$ cat src/art_pkg.sv
// shared types and constants of the ack retransmit tracker
package art_pkg;

  localparam int TableDepthDefault = 16;
  localparam int MaxResults        = 16;
  localparam int ResCntW           = $clog2(MaxResults + 1);
  localparam int TypeW             = 8;
  localparam int StampW            = 64;
  localparam int PeerW             = 48;
  localparam int AgeW              = 16;
  localparam int SlotW             = 4;

  localparam logic [AgeW-1:0] IntervalReset = 16'd20;
  localparam logic [AgeW-1:0] AgeMax        = 16'hFFFF;

  typedef enum logic [1:0] {
    ReqSend = 2'd0,
    ReqAck  = 2'd1,
    ReqTick = 2'd2
  } req_e;

  typedef enum logic [2:0] {
    EvStored  = 3'd0,
    EvFull    = 3'd1,
    EvMatched = 3'd2,
    EvMissed  = 3'd3,
    EvResend  = 3'd4
  } event_e;

  typedef struct packed {
    logic [TypeW-1:0]  ptype;
    logic [StampW-1:0] stamp;
    logic [PeerW-1:0]  peer;
    logic [AgeW-1:0]   age;
  } entry_t;

  typedef struct packed {
    event_e            kind;
    logic [TypeW-1:0]  ptype;
    logic [StampW-1:0] stamp;
    logic [PeerW-1:0]  peer;
    logic [SlotW-1:0]  slot;
    logic              last;
  } result_t;

endpackage

$ cat src/ack_retransmit_tracker_core.sv
// ack retransmit tracker: table of unacknowledged sends, ack search and tick aging
//
// Keeps up to TableDepth sent packets (type, 64-bit stamp, 48-bit peer, age) in
// insertion order in a single-port-read, single-port-write table memory, walked
// one entry per cycle by a small sequencer unless a result waits for the output.
// A send yields one request on the output (stored, or table full). An ack searches
// for the first match and then shifts the later entries down; it yields one
// request. A tick yields one resend request for every entry whose age reaches
// resend_interval, at most 16 per tick, the final one flagged by last_o. The table
// read port reads one entry per cycle. The input is stalled while an item is in
// progress; the output register lets a finished request wait for the consumer
// while the block takes the next item. Further output back-pressure holds the
// sequencer. The interval register may only be written while the block is idle.
module ack_retransmit_tracker_core
  import art_pkg::*;
#(
  parameter int TableDepth = TableDepthDefault
) (
  input  logic              clk_i,
  input  logic              rst_ni,
  // item channel
  input  logic              in_valid_i,
  output logic              in_stall_o,
  input  logic [1:0]        req_type_i,
  input  logic [TypeW-1:0]  pkt_type_i,
  input  logic [StampW-1:0] pkt_stamp_i,
  input  logic [PeerW-1:0]  peer_addr_i,
  // result channel
  output logic              out_valid_o,
  input  logic              out_stall_i,
  output logic [2:0]        event_kind_o,
  output logic [TypeW-1:0]  out_type_o,
  output logic [StampW-1:0] out_stamp_o,
  output logic [PeerW-1:0]  out_peer_o,
  output logic [SlotW-1:0]  out_slot_o,
  output logic              last_o,
  // resend interval register
  input  logic              cfg_valid_i,
  output logic              cfg_ready_o,
  input  logic [AgeW-1:0]   cfg_data_i
);

  localparam int IdxW = $clog2(TableDepth);
  localparam int CntW = $clog2(TableDepth + 1);

  typedef enum logic [2:0] {
    StIdle,
    StSend,
    StMiss,
    StSrch,
    StShift,
    StTick,
    StFlush
  } state_e;

  // sequencer and result registers
  state_e               state_q, state_d;
  logic [IdxW-1:0]      idx_q, idx_d;
  logic [CntW-1:0]      count_q, count_d;
  logic [ResCntW-1:0]   nres_q, nres_d;
  logic [AgeW-1:0]      interval_q;
  entry_t               key_q, key_d;
  result_t              pend_q, pend_d;
  logic                 pend_valid_q, pend_valid_d;
  result_t              out_q, out_d;
  logic                 out_valid_q, out_valid_d;
  logic                 out_load;

  // table memory
  entry_t               mem_q [TableDepth];
  entry_t               rd_q;
  logic                 mem_re, mem_we;
  logic [IdxW-1:0]      mem_raddr, mem_waddr;
  entry_t               mem_wdata;

  // scan helpers
  logic [CntW:0]        idx_x, count_x;
  logic [IdxW+3:0]      idx_wide, cnt_wide;
  logic [SlotW-1:0]     idx_slot, cnt_slot;
  logic [AgeW-1:0]      age_inc;
  logic                 due, hit, out_free, more1, more2;

  assign idx_x    = {{(CntW + 1 - IdxW){1'b0}}, idx_q};
  assign count_x  = {1'b0, count_q};
  // out_slot carries the low bits of the table position
  assign idx_wide = {4'b0000, idx_q};
  assign cnt_wide = {4'b0000, count_q[IdxW-1:0]};
  assign idx_slot = idx_wide[SlotW-1:0];
  assign cnt_slot = cnt_wide[SlotW-1:0];
  assign more1    = (idx_x + (CntW + 1)'(1)) < count_x;
  assign more2    = (idx_x + (CntW + 1)'(2)) < count_x;

  // age saturates, a zero interval makes every entry due
  assign age_inc  = (rd_q.age != AgeMax) ? rd_q.age + 16'd1 : rd_q.age;
  assign due      = (age_inc >= interval_q) && (nres_q < ResCntW'(MaxResults));
  assign hit      = (rd_q.ptype == key_q.ptype) && (rd_q.stamp == key_q.stamp)
                    && (rd_q.peer == key_q.peer);
  assign out_free = !out_valid_q || !out_stall_i;

  assign in_stall_o  = (state_q != StIdle);
  assign cfg_ready_o = (state_q == StIdle);

  always_comb begin
    state_d      = state_q;
    idx_d        = idx_q;
    count_d      = count_q;
    nres_d       = nres_q;
    key_d        = key_q;
    pend_d       = pend_q;
    pend_valid_d = pend_valid_q;
    out_load     = 1'b0;
    out_d        = out_q;
    mem_re       = 1'b0;
    mem_raddr    = '0;
    mem_we       = 1'b0;
    mem_waddr    = idx_q;
    mem_wdata    = rd_q;

    case (state_q)
      StIdle: begin
        if (in_valid_i) begin
          key_d.ptype = pkt_type_i;
          key_d.stamp = pkt_stamp_i;
          key_d.peer  = peer_addr_i;
          key_d.age   = '0;
          case (req_type_i)
            ReqSend: begin
              state_d = StSend;
            end
            ReqAck: begin
              if (count_q != '0) begin
                mem_re  = 1'b1;
                idx_d   = '0;
                state_d = StSrch;
              end else begin
                state_d = StMiss;
              end
            end
            ReqTick: begin
              // an empty table gives no result
              if (count_q != '0) begin
                mem_re  = 1'b1;
                idx_d   = '0;
                nres_d  = '0;
                state_d = StTick;
              end
            end
            default: begin
              // unused request code is dropped
            end
          endcase
        end
      end

      StSend: begin
        if (out_free) begin
          out_load    = 1'b1;
          out_d.ptype = key_q.ptype;
          out_d.stamp = key_q.stamp;
          out_d.peer  = key_q.peer;
          out_d.last  = 1'b1;
          if (count_q < CntW'(TableDepth)) begin
            mem_we     = 1'b1;
            mem_waddr  = count_q[IdxW-1:0];
            mem_wdata  = key_q;
            out_d.kind = EvStored;
            out_d.slot = cnt_slot;
            count_d    = count_q + 1'b1;
          end else begin
            out_d.kind = EvFull;
            out_d.slot = '0;
          end
          state_d = StIdle;
        end
      end

      StMiss: begin
        if (out_free) begin
          out_load    = 1'b1;
          out_d.kind  = EvMissed;
          out_d.ptype = key_q.ptype;
          out_d.stamp = key_q.stamp;
          out_d.peer  = key_q.peer;
          out_d.slot  = '0;
          out_d.last  = 1'b1;
          state_d     = StIdle;
        end
      end

      StSrch: begin
        if (hit) begin
          if (out_free) begin
            out_load    = 1'b1;
            out_d.kind  = EvMatched;
            out_d.ptype = rd_q.ptype;
            out_d.stamp = rd_q.stamp;
            out_d.peer  = rd_q.peer;
            out_d.slot  = idx_slot;
            out_d.last  = 1'b1;
            if (more1) begin
              mem_re    = 1'b1;
              mem_raddr = idx_q + 1'b1;
              state_d   = StShift;
            end else begin
              count_d = count_q - 1'b1;
              state_d = StIdle;
            end
          end
        end else if (more1) begin
          mem_re    = 1'b1;
          mem_raddr = idx_q + 1'b1;
          idx_d     = idx_q + 1'b1;
        end else begin
          state_d = StMiss;
        end
      end

      StShift: begin
        // rd_q holds the entry above the hole at idx_q
        mem_we    = 1'b1;
        mem_waddr = idx_q;
        mem_wdata = rd_q;
        if (more2) begin
          mem_re    = 1'b1;
          mem_raddr = idx_q + IdxW'(2);
          idx_d     = idx_q + 1'b1;
        end else begin
          count_d = count_q - 1'b1;
          state_d = StIdle;
        end
      end

      StTick: begin
        // hold while a second resend waits for the output register
        if (!(due && pend_valid_q && !out_free)) begin
          mem_we        = 1'b1;
          mem_waddr     = idx_q;
          mem_wdata     = rd_q;
          mem_wdata.age = due ? '0 : age_inc;
          if (due) begin
            if (pend_valid_q) begin
              out_load = 1'b1;
              out_d    = pend_q;
            end
            pend_d.kind  = EvResend;
            pend_d.ptype = rd_q.ptype;
            pend_d.stamp = rd_q.stamp;
            pend_d.peer  = rd_q.peer;
            pend_d.slot  = idx_slot;
            pend_d.last  = 1'b0;
            pend_valid_d = 1'b1;
            nres_d       = nres_q + 1'b1;
          end
          if (more1) begin
            mem_re    = 1'b1;
            mem_raddr = idx_q + 1'b1;
            idx_d     = idx_q + 1'b1;
          end else begin
            state_d = StFlush;
          end
        end
      end

      StFlush: begin
        if (!pend_valid_q) begin
          state_d = StIdle;
        end else if (out_free) begin
          out_load     = 1'b1;
          out_d        = pend_q;
          out_d.last   = 1'b1;
          pend_valid_d = 1'b0;
          state_d      = StIdle;
        end
      end

      default: begin
        state_d = StIdle;
      end
    endcase

    if (out_load) begin
      out_valid_d = 1'b1;
    end else begin
      out_valid_d = out_valid_q && out_stall_i;
    end
  end

  always_ff @(posedge clk_i or negedge rst_ni) begin
    if (!rst_ni) begin
      state_q      <= StIdle;
      idx_q        <= '0;
      count_q      <= '0;
      nres_q       <= '0;
      interval_q   <= IntervalReset;
      key_q        <= '0;
      pend_q       <= '0;
      pend_valid_q <= 1'b0;
      out_q        <= '0;
      out_valid_q  <= 1'b0;
    end else begin
      state_q      <= state_d;
      idx_q        <= idx_d;
      count_q      <= count_d;
      nres_q       <= nres_d;
      key_q        <= key_d;
      pend_q       <= pend_d;
      pend_valid_q <= pend_valid_d;
      out_q        <= out_d;
      out_valid_q  <= out_valid_d;
      if (cfg_valid_i && cfg_ready_o) begin
        interval_q <= cfg_data_i;
      end
    end
  end

  // table memory, registered read
  always_ff @(posedge clk_i) begin
    if (mem_we) begin
      mem_q[mem_waddr] <= mem_wdata;
    end
    if (mem_re) begin
      rd_q <= mem_q[mem_raddr];
    end
  end

  assign out_valid_o  = out_valid_q;
  assign event_kind_o = out_q.kind;
  assign out_type_o   = out_q.ptype;
  assign out_stamp_o  = out_q.stamp;
  assign out_peer_o   = out_q.peer;
  assign out_slot_o   = out_q.slot;
  assign last_o       = out_q.last;

endmodule

$ cat config.mk
export PLATFORM = sky130hd
export DESIGN_NAME = ack_retransmit_tracker_core
export DESIGN_NICKNAME = d
export VERILOG_FILES = /design/src/art_pkg.sv /design/src/ack_retransmit_tracker_core.sv
export SDC_FILE = /design/constraint.sdc
export NUM_CORES = 2
export LEC_CHECK = 0
export BUFFER_PORTS_ARGS = -buffer_cell sky130_fd_sc_hd__clkbuf_2
export CORE_ASPECT_RATIO = 2
export CORE_MARGIN = 2
export CORE_UTILIZATION = 34
export CTS_CLUSTER_SIZE = 12
export DETAILED_ROUTE_END_ITERATION = 12
export PLACE_DENSITY = 0.55
export SYNTH_ARGS = -nofsm -noshare
export SYNTH_HDL_FRONTEND = slang
export SYNTH_SLANG_ARGS = --single-unit
$ cat constraint.sdc
create_clock -name clk_i -period 11.9 [get_ports clk_i]
set_input_delay 1.19 -clock clk_i [delete_from_list [all_inputs] [get_ports clk_i]]
set_output_delay 1.19 -clock clk_i [all_outputs]
set_load 0.005 [all_outputs]
* After elaboration in Yosys (flattened, before gate mapping)
Memory sizes are Yosys's and may differ from the RTL's. A register that Yosys moved wholly into a read port is not among the register bits.
Cells that the tools add are included.
** Word-level totals
- Register bits after elaboration :: 408
- RAM bits :: 2176
- Output and inout port bits :: 131
- Memories kept :: 1
** Memory list
- mem_q :: words 16, width 136, read ports 1, clocked after Yosys merged registers in 1, write ports 1, RTL line ack_retransmit_tracker_core.sv:70 : entry_t mem_q [TableDepth];
** Operators by class
- Add/subtract/negate cells :: 8
- Magnitude comparators :: 5
- Equality and inequality tests :: 35
- Multiplexer cells :: 90
- Bitwise operators :: 1
- Reduce and logical (&&, ||, !) cells :: 30
** Operator list (count)
- 2-to-1 mux 128 bit :: 9
- one-hot mux 128 bit (5 select lines) :: 1
- 2-to-1 mux 136 bit :: 2
- one-hot mux 136 bit (2 select lines) :: 1
- == test 64 bit :: 1
- 2-to-1 mux 4 bit :: 16
- 2-to-1 mux 5 bit :: 11
- == test 48 bit :: 1
- 2-to-1 mux 16 bit :: 3
- != test 2 bit (second input constant) :: 17
- 2-to-1 mux 3 bit :: 11
- 2-to-1 mux 1 bit :: 26
- one-hot mux 3 bit (6 select lines) :: 1
- adder 16 x 1 -> 16 bit (second input constant) :: 1
- >= comparator 16 bit :: 1
- != test 16 bit (second input constant) :: 1
- one-hot mux 4 bit (4 select lines) :: 1
- one-hot mux 5 bit (3 select lines) :: 1
- AND reduction 7 bit :: 2
- one-hot mux 4 bit (3 select lines) :: 1
- adder 5 x 1 -> 5 bit (second input constant) :: 2
- less-than comparator 5 bit :: 2
- less-than comparator 5 bit (second input constant) :: 2
- one-hot mux 5 bit (2 select lines) :: 1
- other kinds (34) :: 54

* Logic depth before layout (Yosys ltp)
- Word-level depth :: 10
- Depth in mapped cells :: 23
- Mapped depth without buffers :: 18

* Least setup slack after synthesis
No wires, ideal clock.
- Path type :: register to register
- Start point :: register, netlist name rd_q[6]
- End point :: memory mem_q[14][0] (netlist bit), enable pin
- Setup time :: 677 ps
- Arrival :: 9917 ps
- Data required time :: 11223 ps
- Path slack :: 1306 ps
- Cell stages (with the launch flop) :: 16
- Clock period less this slack :: 10594 ps
- Cells stage by stage :: edfxtp_1 -> and3_1 -> and3_1 -> nand3_1 -> or3_1 -> clkbuf_1 -> xnor2_1 -> ha_1 -> nand2b_1 -> a2111o_1 -> o2111ai_1 -> a31oi_1 -> nand2_1 -> nor2_1 -> or3_1 -> a21oi_1
** Between the ends
- Cells in the longest elaborated chain, start to end :: 10
** Ends and longest elaborated chain
- adder 16 x 1 -> 16 bit or != test 16 bit (tied branches) :: RTL line ack_retransmit_tracker_core.sv:94 : assign age_inc = (rd_q.age != AgeMax) ? rd_q.age + 16'd1 : rd_q.age;
- 2-to-1 mux 16 bit (*) :: RTL line ack_retransmit_tracker_core.sv:94
- >= comparator 16 bit (*) :: RTL line ack_retransmit_tracker_core.sv:95 : assign due = (age_inc >= interval_q) && (nres_q < ResCntW'(MaxResults));
- logical AND 1 bit (*) :: RTL line ack_retransmit_tracker_core.sv:95
- logical AND 1 bit (*) (2 in a row) :: RTL line ack_retransmit_tracker_core.sv:235 : if (!(due && pend_valid_q && !out_free)) begin
- 2-to-1 mux 1 bit (*) :: RTL line ack_retransmit_tracker_core.sv:235
- one-hot mux 1 bit (3 select lines) (*) :: RTL line ack_retransmit_tracker_core.sv:119 : case (state_q)
- 2-to-1 mux 1 bit (*) :: RTL line ack_retransmit_tracker_core.sv:318 : if (mem_we) begin
- 2-to-1 mux 1 bit (not written as such) (*) :: RTL line ack_retransmit_tracker_core.sv:319 : mem_q[mem_waddr] <= mem_wdata;
- end: declaration :: RTL line ack_retransmit_tracker_core.sv:70
Mark *: on every way between the ends. The rest lies on a longest branch, timed or not.

* Worst setup path after layout
- Start point :: register, netlist name rd_q[8]
- End point :: register, netlist name rd_q[51]
** Between the ends
- Cells in the longest elaborated chain, start to end :: 8
** Ends and longest elaborated chain (RTL line)
- adder 16 x 1 -> 16 bit or != test 16 bit (tied branches) :: ack_retransmit_tracker_core.sv:94
- 2-to-1 mux 16 bit (*) :: ack_retransmit_tracker_core.sv:94
- >= comparator 16 bit (*) :: ack_retransmit_tracker_core.sv:95
- logical AND 1 bit (*) :: ack_retransmit_tracker_core.sv:95
- logical AND 1 bit (*) (2 in a row) :: ack_retransmit_tracker_core.sv:235
- 2-to-1 mux 1 bit or 2-to-1 mux 4 bit (tied branches) :: ack_retransmit_tracker_core.sv:235
- one-hot mux 1 bit (4 select lines) or one-hot mux 4 bit (3 select lines) (tied branches) :: ack_retransmit_tracker_core.sv:119
Marked as above.
A chain may end at the register's enable or synchronous reset.

==> out/results.ini <==
[yosys]
yosysMostFrequentCell = edfxtp_1
netlist_top_cells_area = edfxtp_1, dfrtp_1, mux2i_1, nand2_1, mux2_2
synthesis.area_um2 = 113400
async_flop_share = 0.1500
synth_fp_nets = 8365
synth_flop_cell = edfxtp_1
synth-seq-cells = 2720
yosysTopAreaCellShare = 0.6123
synth.distinct_cells = 72
synth_edf_count = 2312
syn_avg_cell_area_um2 = 13.85
ys_seq_area_frac = 0.7023
synth_cells = 8186
synth_area_leader_cell = edfxtp_1
yosys_warnings = 0
synth_common_cells = edfxtp_1, nand2_1, mux2i_1, nand3_1, dfrtp_1

[final_layout]
drive_gt1_frac = 0.1375
syn2layout_area_growth_pct = 12.69
fillers = 30980
num-nets-final = 8569

[timing]
hold_violations = 0
rsz0062_at_grt = false
maxSlewViolCount = 0
fin_crit_ns = 7.122
timing.fmax_mhz = 140.4
setup_ws_ns = 4.778
maxSlewHeadroom = 0.05040
holdWs_ns = 0.3388
final.period_utilization = 0.5985
finalClockSkew_ns = 0.04522
worst_pin_slew_ns = 1.424
finalSetupViolations = 0
setup_tns_ns = 0

[global_route]
grt_pass1_wl_um = 513600
globalRouteTotalUtil = 0.2091
top_usage_layer = met2
grt_antenna_before_repair = 18
gr-usage-met1 = 0.2746
grt_max_degree = 163
grt_use_met2 = 0.3499
grt_overflow = 0
grt_pass1_vias = 70240
grtUsageMet3 = 0.02903

[worst_setup_path]
cp_data_required_time_ns = 12.50
rr_startpoint = rd_q[8]$_DFFE_PP_
setup.worst_path.start = rd_q[8]$_DFFE_PP_
crit_slowest_cell = buf_4
critical_path.startpoint_type = register
end_kind = register
reg2regPathDepth = 21
crit_top_cell = buf_4
critPathTopFamily = buffers and inverters
slowest_delay_ns = 0.86
worstSetupPathType = register to register
worstPathArrival_ns = 7.72
crit_buf_inv = 4
worst-path-stages = 21
crit_path_max_fanout = 54
path_cells = and3_1, and3_1, nand3_1, or3_1, nor2b_1, nand3_1, xnor2_1, ha_1, nand2_1, nor3_1, o2111ai_1, a31oi_1, buf_4, a211oi_1, a221oi_4, buf_4, buf_4, buf_4, mux2_2, a222oi_1, o211ai_1

[clock_tree]
cts-root-buf = clkbuf_16
clockBufferDepth = 4
clock-sinks = 2720
cts_tree = built
post_cts_resized = 0
htree_levels = 5
clk_latency_ns = 0.88
cts_setup_buffers = 0
numCtsBuffers = 278
clk_pin_slew_ns = 0.06
hold_buffers = 0

[power]
power_leakage_uw = 0.04975
p_total_uw = 32770
power_density_nw_per_um2 = 256.5
ir_drop_mv = 0.2372

[placement]
dp_hpwl_um = 201500
dp_slack_ns = 4.843
io_buffers = 273
globalplace.congestion = 0.8344

[routing]
num_vias = 71160
via_per_inst = 5.497
dr.pass1.iters = 8
wl_per_cell_um = 27.95
drc_errors = 0
routed_wl_um = 361700
dr.first_iter.drc_count = 7222
ant_nets = 0

[die]
initial_utilization = 0.3406
coreArea_um2 = 332900
io_pins = 274
fp-row-count = 300
dieArea_um2 = 338400
die_y_um = 820.7
dieWidth_um = 412.4

[flow_run]
cap_violations = 0

[run_status]
outcome = complete, no violations

[min_path]
hold_path.class = input port to async pin

## metrics by stage
stage	cells	util	cell area, um^2
after floorplan	8186	-	113400
after global placement	12490	0.3594	119700
after detailed placement	12490	0.3594	119700
after CTS	12940	0.3838	127800
after global routing	12940	0.3838	127800
final	12940	0.3838	127800
## cell usage in the layout, fill, tap and decap left out, drive strengths merged, types with 33 or more instances in the layout
cell type     n
nand2      1801
buf         151
a221oi      203
a22o         33
clkbuf      696
o221ai       37
mux2i       844
inv          47
edfxtp     2312
xor2        114
dfrtp       406
o21ai       202
ha           35
nand3       506
mux2        290
o22ai        87
a21oi       191
nor2        299
## worst reg2reg max path, cell delays in order (launching register included)
cell	delay, ns
edfxtp_1	0.45
and3_1	0.25
and3_1	0.22
nand3_1	0.12
or3_1	0.39
nor2b_1	0.38
nand3_1	0.16
xnor2_1	0.18
ha_1	0.30
nand2_1	0.06
nor3_1	0.29
o2111ai_1	0.16
a31oi_1	0.23
buf_4	0.23
a211oi_1	0.16
a221oi_4	0.30
buf_4	0.50
buf_4	0.86
buf_4	0.81
mux2_2	0.46
a222oi_1	0.22
o211ai_1	0.13
## path summary, 6_finish.rpt
| path | end | slack [ns] |
|---|---|---|
| setup / recovery | rd_q[51]$_DFFE_PP_ | 4.78 |
| hold / removal | out_peer_o[16]$_DFFE_PN0P_ | 0.34 |
| setup reg to reg | rd_q[51]$_DFFE_PP_ | 4.78 |
| hold reg to reg | pend_q[127]$_DFFE_PN0P_ | 0.47 |
| max in group asynchronous | pend_q[112]$_DFFE_PN0P_ | 9.27 |
| min in group clk_i | pend_q[127]$_DFFE_PN0P_ | 0.47 |
## logic make-up (layout without fill, tap and decap cells)
family | count (synthesis) | count (layout) | synth area share
AO/OA/AOI/OAI | 883 | 883 | 0.05750
XOR/XNOR | 129 | 129 | 0.009964
adder cells (fa/ha/maj) | 36 | 36 | 0.004038
buffers and inverters | 540 | 916 | 0.02203
flip-flops | 2720 | 2720 | 0.7023
multiplexers | 1143 | 1143 | 0.1051
other | 0 | 3 | 0
AND/OR/NAND/NOR | 2735 | 2735 | 0.09906
## where the power goes
| part | leakage, uW | switching [uW] | internal, uW |
|---|---|---|---|
| Clock | 0.00390 | 3630 | 4580 |
| Combinational | 0.0199 | 6870 | 2820 |
| Sequential | 0.0259 | 1500 | 13400 |
| Total | 0.0498 | 12000 | 20800 |
## layer usage
| layer | routed length [um] | share of wire |
|---|---|---|
| met5 | 51 | 0.00014 |
| met4 | 14420 | 0.040 |
| met3 | 25490 | 0.070 |
| met2 | 175200 | 0.48 |
| met1 | 146600 | 0.41 |
## area by class of cell
class	instances	area [um^2]	share of cell area
Multi-Input combinational cell	4926	31580	0.2471
Sequential cell	2720	79640	0.6232
Timing Repair Buffer	423	2803	0.02193
Tap cell	4379	5479	0.04288
Clock inverter	28	224.0	0.001753
Antenna cell	3	7.507	0.00005875
Clock buffer	424	7885	0.06171
Inverter	41	163.9	0.001283
## registers in the layout (all words and copies together) (netlist names)
| signal | count |
|---|---|
| key_q | 120 |
| idx_q | 4 |
| out_stamp_o | 64 |
| out_type_o | 8 |
| count_q | 5 |
| rd_q | 136 |
| event_kind_o | 3 |
| out_slot_o | 4 |
| mem_q | 2176 |
| pend_q | 125 |
| out_peer_o | 48 |
| out_valid_o | 1 |
| pend_valid_q | 1 |
| interval_q | 16 |
| last_o | 1 |
| nres_q | 5 |
| state_q | 3 |
Note: power is estimated with default switching activity, not from simulation.
